File: src/rtl/hte_pkg.sv
// Shared types and constants for the Huffman table encoder.
// No dependencies; every other file in rtl/ refers to this package.
`default_nettype none

package hte_pkg;

    localparam int BYTE_BITS = 8;
    localparam int CODE_W    = 32;
    localparam int LEN_W     = 6;
    localparam int PEND_W    = 7;
    localparam int ACC_W     = PEND_W + CODE_W;
    localparam int CNT_W     = 6;
    localparam int VBITS_W   = 4;

    typedef enum logic [1:0] {
        OP_LOAD   = 2'd0,
        OP_ENCODE = 2'd1,
        OP_FLUSH  = 2'd2
    } opcode_t;

    typedef struct packed {
        logic [1:0]        opcode;
        logic [7:0]        symbol;
        logic [CODE_W-1:0] code_bits;
        logic [LEN_W-1:0]  code_length;
    } cmd_t;

    typedef struct packed {
        logic [BYTE_BITS-1:0] out_byte;
        logic [VBITS_W-1:0]   valid_bits;
        logic                 last;
    } res_t;

    typedef struct packed {
        logic [CODE_W-1:0] code;
        logic [LEN_W-1:0]  len;
    } entry_t;

    // Lookup stage to packer: what the registered item asks for
    typedef struct packed {
        logic              is_encode;
        logic              is_flush;
        logic [CODE_W-1:0] code;
        logic [LEN_W-1:0]  len;
    } lookup_t;

endpackage

`default_nettype wire

File: src/rtl/hte_res_if.sv
// Result channel of the Huffman table encoder: valid/ready plus one packed byte.
// Depends on hte_pkg for the payload type.
`default_nettype none

interface hte_res_if;
    logic          valid;
    logic          ready;
    hte_pkg::res_t payload;

    modport source (output valid, output payload, input ready);
    modport sink (input valid, input payload, output ready);
endinterface

`default_nettype wire

File: src/rtl/hte_packer.sv
// Bit accumulator and output register: appends codes MSB first, emits bytes.
// Depends on hte_pkg and hte_res_if.
`default_nettype none

module hte_packer (
    input  wire logic              clk,
    input  wire logic              rst_n,
    input  wire hte_pkg::lookup_t  lk,
    input  wire logic              lk_valid,
    output logic                   lk_take,
    hte_res_if.source              res
);

    localparam logic [hte_pkg::CNT_W-1:0] BYTE_CNT = hte_pkg::CNT_W'(hte_pkg::BYTE_BITS);

    logic [hte_pkg::ACC_W-1:0]  acc_reg, acc_next;
    logic [hte_pkg::CNT_W-1:0]  cnt_reg, cnt_next;
    hte_pkg::res_t              res_reg, res_next;
    logic                       out_vld_reg;

    logic                       out_free;
    logic [hte_pkg::PEND_W-1:0] pend_mask;
    logic [hte_pkg::PEND_W-1:0] pend;
    logic [hte_pkg::ACC_W-1:0]  new_acc;
    logic [hte_pkg::CNT_W-1:0]  new_cnt;
    logic [hte_pkg::ACC_W-1:0]  wacc;
    logic [hte_pkg::CNT_W-1:0]  wcnt;
    logic [hte_pkg::CNT_W-1:0]  sh;
    logic                       emit_full;
    logic                       emit_part;
    logic                       emit;

    assign out_free  = !out_vld_reg || res.ready;
    assign lk_take   = lk_valid && (cnt_reg < BYTE_CNT) && out_free;

    assign pend_mask = ~({hte_pkg::PEND_W{1'b1}} << cnt_reg[2:0]);
    assign pend      = acc_reg[hte_pkg::PEND_W-1:0] & pend_mask;
    assign new_acc   = (hte_pkg::ACC_W'(pend) << lk.len) | hte_pkg::ACC_W'(lk.code);
    assign new_cnt   = cnt_reg + hte_pkg::CNT_W'(lk.len);

    always_comb
    begin
        wacc      = acc_reg;
        wcnt      = cnt_reg;
        emit_full = 1'b0;
        emit_part = 1'b0;
        if (cnt_reg >= BYTE_CNT)
        begin
            // drain completed bytes of the current symbol
            emit_full = out_free;
        end
        else if (lk_take)
        begin
            if (lk.is_flush)
            begin
                emit_part = cnt_reg != '0;
            end
            else if (lk.is_encode)
            begin
                wacc      = new_acc;
                wcnt      = new_cnt;
                emit_full = new_cnt >= BYTE_CNT;
            end
        end
        sh = wcnt - BYTE_CNT;
    end

    assign emit = emit_full || emit_part;

    always_comb
    begin
        acc_next = wacc;
        cnt_next = wcnt;
        res_next = res_reg;
        if (emit_full)
        begin
            cnt_next            = sh;
            res_next.out_byte   = hte_pkg::BYTE_BITS'(wacc >> sh);
            res_next.valid_bits = hte_pkg::VBITS_W'(hte_pkg::BYTE_BITS);
            res_next.last       = sh < BYTE_CNT;
        end
        else if (emit_part)
        begin
            acc_next            = '0;
            cnt_next            = '0;
            res_next.out_byte   = {1'b0, pend};
            res_next.valid_bits = {1'b0, cnt_reg[2:0]};
            res_next.last       = 1'b1;
        end
    end

    always_ff @(posedge clk)
    begin
        res_reg <= res_next;
    end

    always_ff @(posedge clk or negedge rst_n)
    begin
        if (!rst_n)
        begin
            acc_reg     <= '0;
            cnt_reg     <= '0;
            out_vld_reg <= 1'b0;
        end
        else
        begin
            acc_reg <= acc_next;
            cnt_reg <= cnt_next;
            if (emit)
            begin
                out_vld_reg <= 1'b1;
            end
            else if (res.ready)
            begin
                out_vld_reg <= 1'b0;
            end
        end
    end

    assign res.valid   = out_vld_reg;
    assign res.payload = res_reg;

`ifndef SYNTH
    a_cnt_bound: assert property (@(posedge clk) disable iff (!rst_n)
        cnt_reg <= 6'd39)
        else $error("pending bit count out of range");

    a_last_drains: assert property (@(posedge clk) disable iff (!rst_n)
        (emit && res_next.last) |=> (cnt_reg < BYTE_CNT))
        else $error("bytes remain after last byte of transaction");

    a_flush_clears: assert property (@(posedge clk) disable iff (!rst_n)
        emit_part |=> (cnt_reg == '0) && res.valid && (res.payload.valid_bits != 4'd8))
        else $error("flush did not empty accumulator");

    a_no_emit_lost: assert property (@(posedge clk) disable iff (!rst_n)
        (res.valid && !res.ready) |-> !emit)
        else $error("byte emitted into a stalled output register");
`endif

endmodule

`default_nettype wire

File: src/flat_wrapper.sv
// flat-port wrapper written by rule: the top's interface ports become plain ports
module hte_packer_flat 
  (clk, rst_n, lk, lk_valid, lk_take, res_valid, res_payload, res_ready);
  hte_res_if res_i ();
  input  wire logic clk;
  input  wire logic rst_n;
  input  wire hte_pkg::lookup_t lk;
  input  wire logic lk_valid;
  output logic lk_take;
  output wire logic [$bits(res_i.valid)-1:0] res_valid;
  output wire logic [$bits(res_i.payload)-1:0] res_payload;
  input wire logic [$bits(res_i.ready)-1:0] res_ready;
  assign res_valid = res_i.valid;
  assign res_payload = res_i.payload;
  assign res_i.ready = res_ready;
  hte_packer u_core (.clk(clk), .rst_n(rst_n), .lk(lk), .lk_valid(lk_valid), .lk_take(lk_take), .res(res_i));
endmodule
File: config.mk
export PLATFORM = sky130hd
export DESIGN_NAME = hte_packer_flat
export DESIGN_NICKNAME = d
export VERILOG_FILES = /design/src/rtl/hte_pkg.sv /design/src/rtl/hte_res_if.sv /design/src/rtl/hte_packer.sv /design/src/flat_wrapper.sv
export SDC_FILE = /design/constraint.sdc
export NUM_CORES = 1
export LEC_CHECK = 0
export BUFFER_PORTS_ARGS = -buffer_cell sky130_fd_sc_hd__buf_2
export CAP_MARGIN = 20
export CORE_MARGIN = 3
export CORE_UTILIZATION = 61
export CTS_BUF_LIST = sky130_fd_sc_hd__clkbuf_4 sky130_fd_sc_hd__clkbuf_8 sky130_fd_sc_hd__clkbuf_16
export DETAILED_ROUTE_END_ITERATION = 6
export PLACE_DENSITY = 0.81
export SLEW_MARGIN = 25
export SYNTH_ARGS = -nofsm -noshare
export SYNTH_HDL_FRONTEND = slang
export SYNTH_SLANG_ARGS = --single-unit
File: constraint.sdc
create_clock -name clk -period 4.65 [get_ports clk]
set_clock_uncertainty 0.2 [all_clocks]
set_input_delay 1.1625 -clock clk [delete_from_list [all_inputs] [get_ports clk]]
set_output_delay 1.1625 -clock clk [all_outputs]
set_load 0.005 [all_outputs]
==> flow_summary.ini, run 1 <==
[global_route]
antenna_found_initial = 0
track_usage = 0.418
grt-ovfl-total = 0
grt_pass1_vias = 7131
grt_pass1_wl_um = 37400
grt_max_degree = 47

[sta]
fmax_ghz = 0.225
rsz0062_at_grt = false
finalSetupTns_ps = 0
setup_viol = 0
fin_crit_sh = 0.954
finalHoldViolCount = 0
min_period_ps = 4440
worst_pin_slew_ps = 1000
relSlewSlack = 0.333
final_max_slew_viol_count = 0

[setup_path]
worstSetupStartpointType = input pin
cp.required_ps = 4560
critPathKind = in -> reg
crit_fanout = 24
cp_data_arrival_time_ps = 4350
rrSetupSlack_ps = 330
end_kind = flip-flop

[placement]
place_area_mm2 = 0.00665
dp_hpwl_um = 17200
portBuffers = 58
gp_congestion = 1.22

[final_layout]
drive_gt1_frac = 0.196
largest_register_ffs = 39
post-route-util = 0.725
fin_nets = 900
diodes = 0
area_growth_pct = 12.9
stdcell_area_mm2 = 0.00682
fillers = 773

[drt]
wire_per_inst_um = 24.0
viasPerCell = 7.69
wirelength_um = 23600
antenna_left = 0
drt_iter0_markers = 1362
route.detailed.drc = 0
vias = 7550
first_pass_iters = 7

[logic_synthesis]
synth_mux_area_frac = 0.0907
ys_ff_latch = 59
synth_top_flop_cell = dfrtp_1
synth_xor_area_frac = 0.00725
synth_nets = 836
yosysUniqueCellTypes = 88
avgSynthCellArea_um2 = 7.70
ys_seq_area_frac = 0.248
synth_edf_count = 9
yosysTopAreaCellShare = 0.190
yosysTopAreaCell = dfrtp_1
synth_cells = 785
synthAdderAreaFrac = 0.0157
netlist_area_mm2 = 0.00604
synth_compound_area_frac = 0.299
yosys_warnings = 0
synth-simple-area-share = 0.282
synth_top_family_by_area = compound AO/OA/AOI/OAI gates
synth_area_leaders = dfrtp_1 (19%), mux2i_1 (6.5%), nor2_1 (6.3%), edfxtp_1 (4.5%), nand2_1 (3.9%)
async_flop_share = 0.780

[die]
dieArea_mm2 = 0.0111
ios = 59
start_util = 0.642
rows = 35
core_mm2 = 0.00942
fp.dieH_um = 106
fp.dieW_um = 106

[cts]
cts_root_buf = clkbuf_8
cts.sinks = 59
cts_buffer_depth = 2
cts_repair_resize_count = 0
cts_tree = yes
clk_latency_ps = 350
cts_setup_buffers = 0
clkTransAtPathRegs_ps = 70
cts_hold_buffers = 0
htreeDepth = 3
numCtsBuffers = 9

[run_status]
status = finished, final reports clean

[power_and_ir_drop]
clockPowerShare = 0.100
p_leak_nw = 2.85
power_switching_mw = 2.25
seqPwrFrac = 0.217
p_sw_frac = 0.525
powerDensity_mw_per_mm2 = 627
intPower_mw = 2.03
power_frac_comb = 0.683
irDropWorstVdd_mv = 0.427

[min_path]
holdCritPathClass = reg -> reg

[job]
max_cap_violations = 0
worst paths after layout:
check / from / endpoint / depth (start not counted)
worst max-delay path: lk[0] / u_core.res.payload[10] / 11
worst min register to register: u_core.res.payload[4] / u_core.res.payload[4] / 2
max in group asynchronous: rst_n / u_core.cnt_reg[1] / 1
min in group asynchronous: rst_n / u_core.acc_reg[15] / 1
worst min-delay path: u_core.res.payload[4] / u_core.res.payload[4] / 2
worst max register to register: u_core.cnt_reg[1] / u_core.res.payload[8] / 9
metal layers:
layer	wire length [µm]	global-route usage	up-vias
li1	-	-	3137
met1	8070	0.533	3372
met2	9870	0.622	795
met3	3930	0.152	246
met4	1690	0.212	0
met5	0	0	-
metrics by stage:
| stage | setup WS (ps) | power, mW | instances | hold slack, ps |
|---|---|---|---|---|
| 2_1_floorplan | 296 | 2.79 | 785 | 239 |
| 3_3_place_gp | 186 | 3.58 | 967 | 228 |
| 3_5_place_dp | 67.0 | 3.64 | 967 | 243 |
| 4_1_cts | 406 | 4.09 | 982 | 254 |
| 5_1_grt | 111 | 4.47 | 982 | 285 |
| 6_report | 213 | 4.28 | 982 | 250 |
placed cells by master, fill, tap and decap left out, types with 6 or more instances in the layout:
cell      count
nor3_1       21
mux2_2       12
or2_2         6
o21ai_0      40
and2_1       19
nand4_1      10
a22oi_1       6
a211oi_1     19
and3_1       10
o211ai_1     15
buf_2        57
edfxtp_1      9
mux2i_1      38
o31ai_1       8
o22ai_1      11
nand2b_1     16
inv_1        10
nand3_1      39
or3_1         8
a221oi_1     11
o31a_1        6
nor2_1      101
a31oi_1      10
dfrtp_1      46
nor4_1        8
ha_1          6
a21o_1        8
buf_4        57
a21oi_1      39
clkbuf_8     10
nand2_1      62
synth_stat cells, drive strengths merged, types with 9 or more instances:
master	instances
a31oi	10
dfrtp	46
nand3	41
mux2i	39
and3	10
nor2	102
nand2b	16
o21ai	45
edfxtp	9
clkbuf	34
a21oi	39
a221oi	11
a211oi	19
nand2	62
nor4	10
inv	10
mux2	12
o211ai	15
o31ai	9
o22ai	12
buf	28
nor3	22
and2	20
nand4	10
area by class of cell:
type                       count  area (µm²)  share of cell area
timing repair buffer         115         733               0.107
multi-input combinational    654        4220               0.618
clock inverter                 4        26.3             0.00385
tap                          129         161              0.0237
sequential                    59        1500               0.220
clock buffer                  11         145              0.0213
inverter                      10        37.5             0.00550
cells by family after synthesis:
group,count (synthesis)
multiplexers,52
AO/OA/AOI/OAI,254
adder cells (fa/ha/maj),7
buffers and inverters,72
flip-flops,59
AND/OR/NAND/NOR,336
XOR/XNOR,5
power by group through the flow:
| stage | registers, mW | clock network [mW] | logic [mW] |
|---|---|---|---|
| floorplan | 0.848 | 0 | 1.94 |
| global placement | 0.911 | 0 | 2.67 |
| detailed placement | 0.922 | 0 | 2.72 |
| CTS | 0.912 | 0.430 | 2.75 |
| global route | 0.939 | 0.451 | 3.08 |
| finish | 0.927 | 0.428 | 2.92 |
critical path, cell delays in order:
cell and delay, ps:
buf_2 90, buf_4 240, mux2i_1 270, nor2_1 120, nor3_1 670, nor3_1 190, a221oi_1 910, a22oi_1 230
o22ai_1 190, nor3_1 90, a21o_1 170
(Power assumes the default switching activity.)
==> run 2: changes to the inputs <==
- PLACE_DENSITY: 0.81 -> not set
- PLACE_DENSITY_LB_ADDON: not set -> 0.12
==> run 2 against run 1 <==
Via count fell by 0.64%. Clock power rose by 16%. Count of clock-buffer cells in the layout did not move. Register-to-register slack improved by 150 ps. Cell count rose by 0.92%. Sequential share of layout area fell by 0.31 points. Worst hold slack improved by 5.1 ps.
==> flow_summary.ini, run 2 (synthesized netlist as in run 1, its figures left out) <==
[final_layout]
stdcell_area_mm2 = 0.00692
final_cell_mix = nor2_1 (101), buf_4 (64), nand2_1 (62)
final_common_cell = nor2_1
area_growth_pct = 14.5
post-route-util = 0.735
drive_gt1_frac = 0.204
diodes = 0
largest_register_ffs = 39
layoutNonFillerInstCount = 991
fin_nets = 908

[placement]
pre_cts_slack_ps = 39.3
dp_hpwl_um = 18500
portBuffers = 58
gp_congestion = 1.08
place_area_mm2 = 0.00672
dp.cells = 975

[sta]
fin_crit_sh = 0.964
fmax_ghz = 0.223
min_period_ps = 4480
relSlewSlack = 0.360
finalSetupTns_ps = 0
finalHoldViolCount = 0
worst_pin_slew_ps = 953
fin_ws_ps = 166
rsz0062_at_grt = false
setup_viol = 0
final_max_slew_viol_count = 0

[cts]
cts_root_buf = clkbuf_8
cts_hold_buffers = 0
cts_buffer_depth = 2
clkTransAtPathRegs_ps = 80
clk_latency_ps = 350
htreeDepth = 3
cts_tree = yes
numCtsBuffers = 9
cts_repair_resize_count = 0
cts.sinks = 59
cts_setup_buffers = 0

[die]
start_util = 0.642
core_mm2 = 0.00942
rows = 35
fp.dieW_um = 106
fp.dieH_um = 106
ios = 59
dieArea_mm2 = 0.0111

[drt]
viasPerCell = 7.57
route.detailed.drc = 0
vias = 7502
drt_iter0_markers = 1309
first_pass_iters = 7
wire_per_inst_um = 25.1
wirelength_um = 24900
antenna_left = 0

[power_and_ir_drop]
irDropWorstVdd_mv = 0.361
powerDensity_mw_per_mm2 = 645
p_leak_nw = 2.91

[run_status]
status = finished, final reports clean

[global_route]
antenna_found_initial = 0
grt_max_degree = 47
grt_pass1_vias = 7086
track_usage = 0.441
grt-ovfl-total = 0
grt_pass1_wl_um = 38800

[setup_path]
cp.required_ps = 4550
path_cells = buf_2 > buf_4 > mux2i_1 > nor2_1 > nor3_1 > nor3_1 > a221oi_1 > nand3_1 > o31ai_1 > nor4_1 > a211o_1
cp_data_arrival_time_ps = 4390
worstSetupStartpointType = input pin
crit_fanout = 24
critPathMaxStageDelay_ps = 850
crit_path_frequent_cell = nor3_1
critPathKind = in -> reg
crit_path_top_delay_cell = a221oi_1
end_kind = flip-flop

[min_path]
holdCritPathClass = reg -> reg

[job]
max_cap_violations = 0
## run 2: changes by cell type in the layout (fill, tap and decap cells not counted), sizes merged
cell,before,now
clkinv,1,3
clkinvlp,2,0
buf,115,123
bufinv,0,1
## run 2: per-layer routing
layer	part of all wire	GRT usage	wire (µm)	up-vias
met5	0	0	0	-
met4	0.072	0.249	1800	0
met3	0.16	0.133	4080	199
met2	0.41	0.656	10300	784
met1	0.35	0.568	8690	3354
li1	-	-	-	3165
## run 2: worst max-delay path: cells and delay by family
kind                   cells  cell delay (ps)
AO/OA/AOI/OAI              3             1230
buffers and inverters      2              340
multiplexers               1              310
AND/OR/NAND/NOR            5             1330
## run 2: final cells by class
cell class | count | area [µm²]
Multi-Input combinational cell | 654 | 4220
Fill cell | 731 | 2500
Sequential cell | 59 | 1500
Timing Repair Buffer | 123 | 806
Tap cell | 129 | 161
Clock buffer | 11 | 145
Clock inverter | 5 | 51.3
Inverter | 10 | 37.5
## run 2: path summary, 6_finish.rpt
path | start | end | slack [ps] | depth (start not counted)
setup reg to reg | u_core.cnt_reg[1] | u_core.res.payload[7] | 480 | 9
min in group asynchronous | rst_n | u_core.acc_reg[19] | 620 | 1
hold / removal | u_core.res.payload[2] | u_core.res.payload[2] | 260 | 2
hold reg to reg | u_core.res.payload[2] | u_core.res.payload[2] | 260 | 2
max in group asynchronous | rst_n | u_core.acc_reg[36] | 3200 | 1
setup / recovery | lk[0] | u_core.res.payload[8] | 170 | 11
## run 2: power by group
group          switching [mW]  internal [mW]
Combinational            1.93           1.12
Sequential              0.174          0.744
Clock                   0.231          0.266
Total                    2.33           2.13
## run 2: per-stage QoR
| step | power (mW) | hold slack (ps) |
|---|---|---|
| 2_1_floorplan | 2.79 | 239 |
| 3_3_place_gp | 3.73 | 227 |
| 3_5_place_dp | 3.77 | 246 |
| 4_1_cts | 4.28 | 256 |
| 5_1_grt | 4.65 | 285 |
| 6_report | 4.46 | 255 |
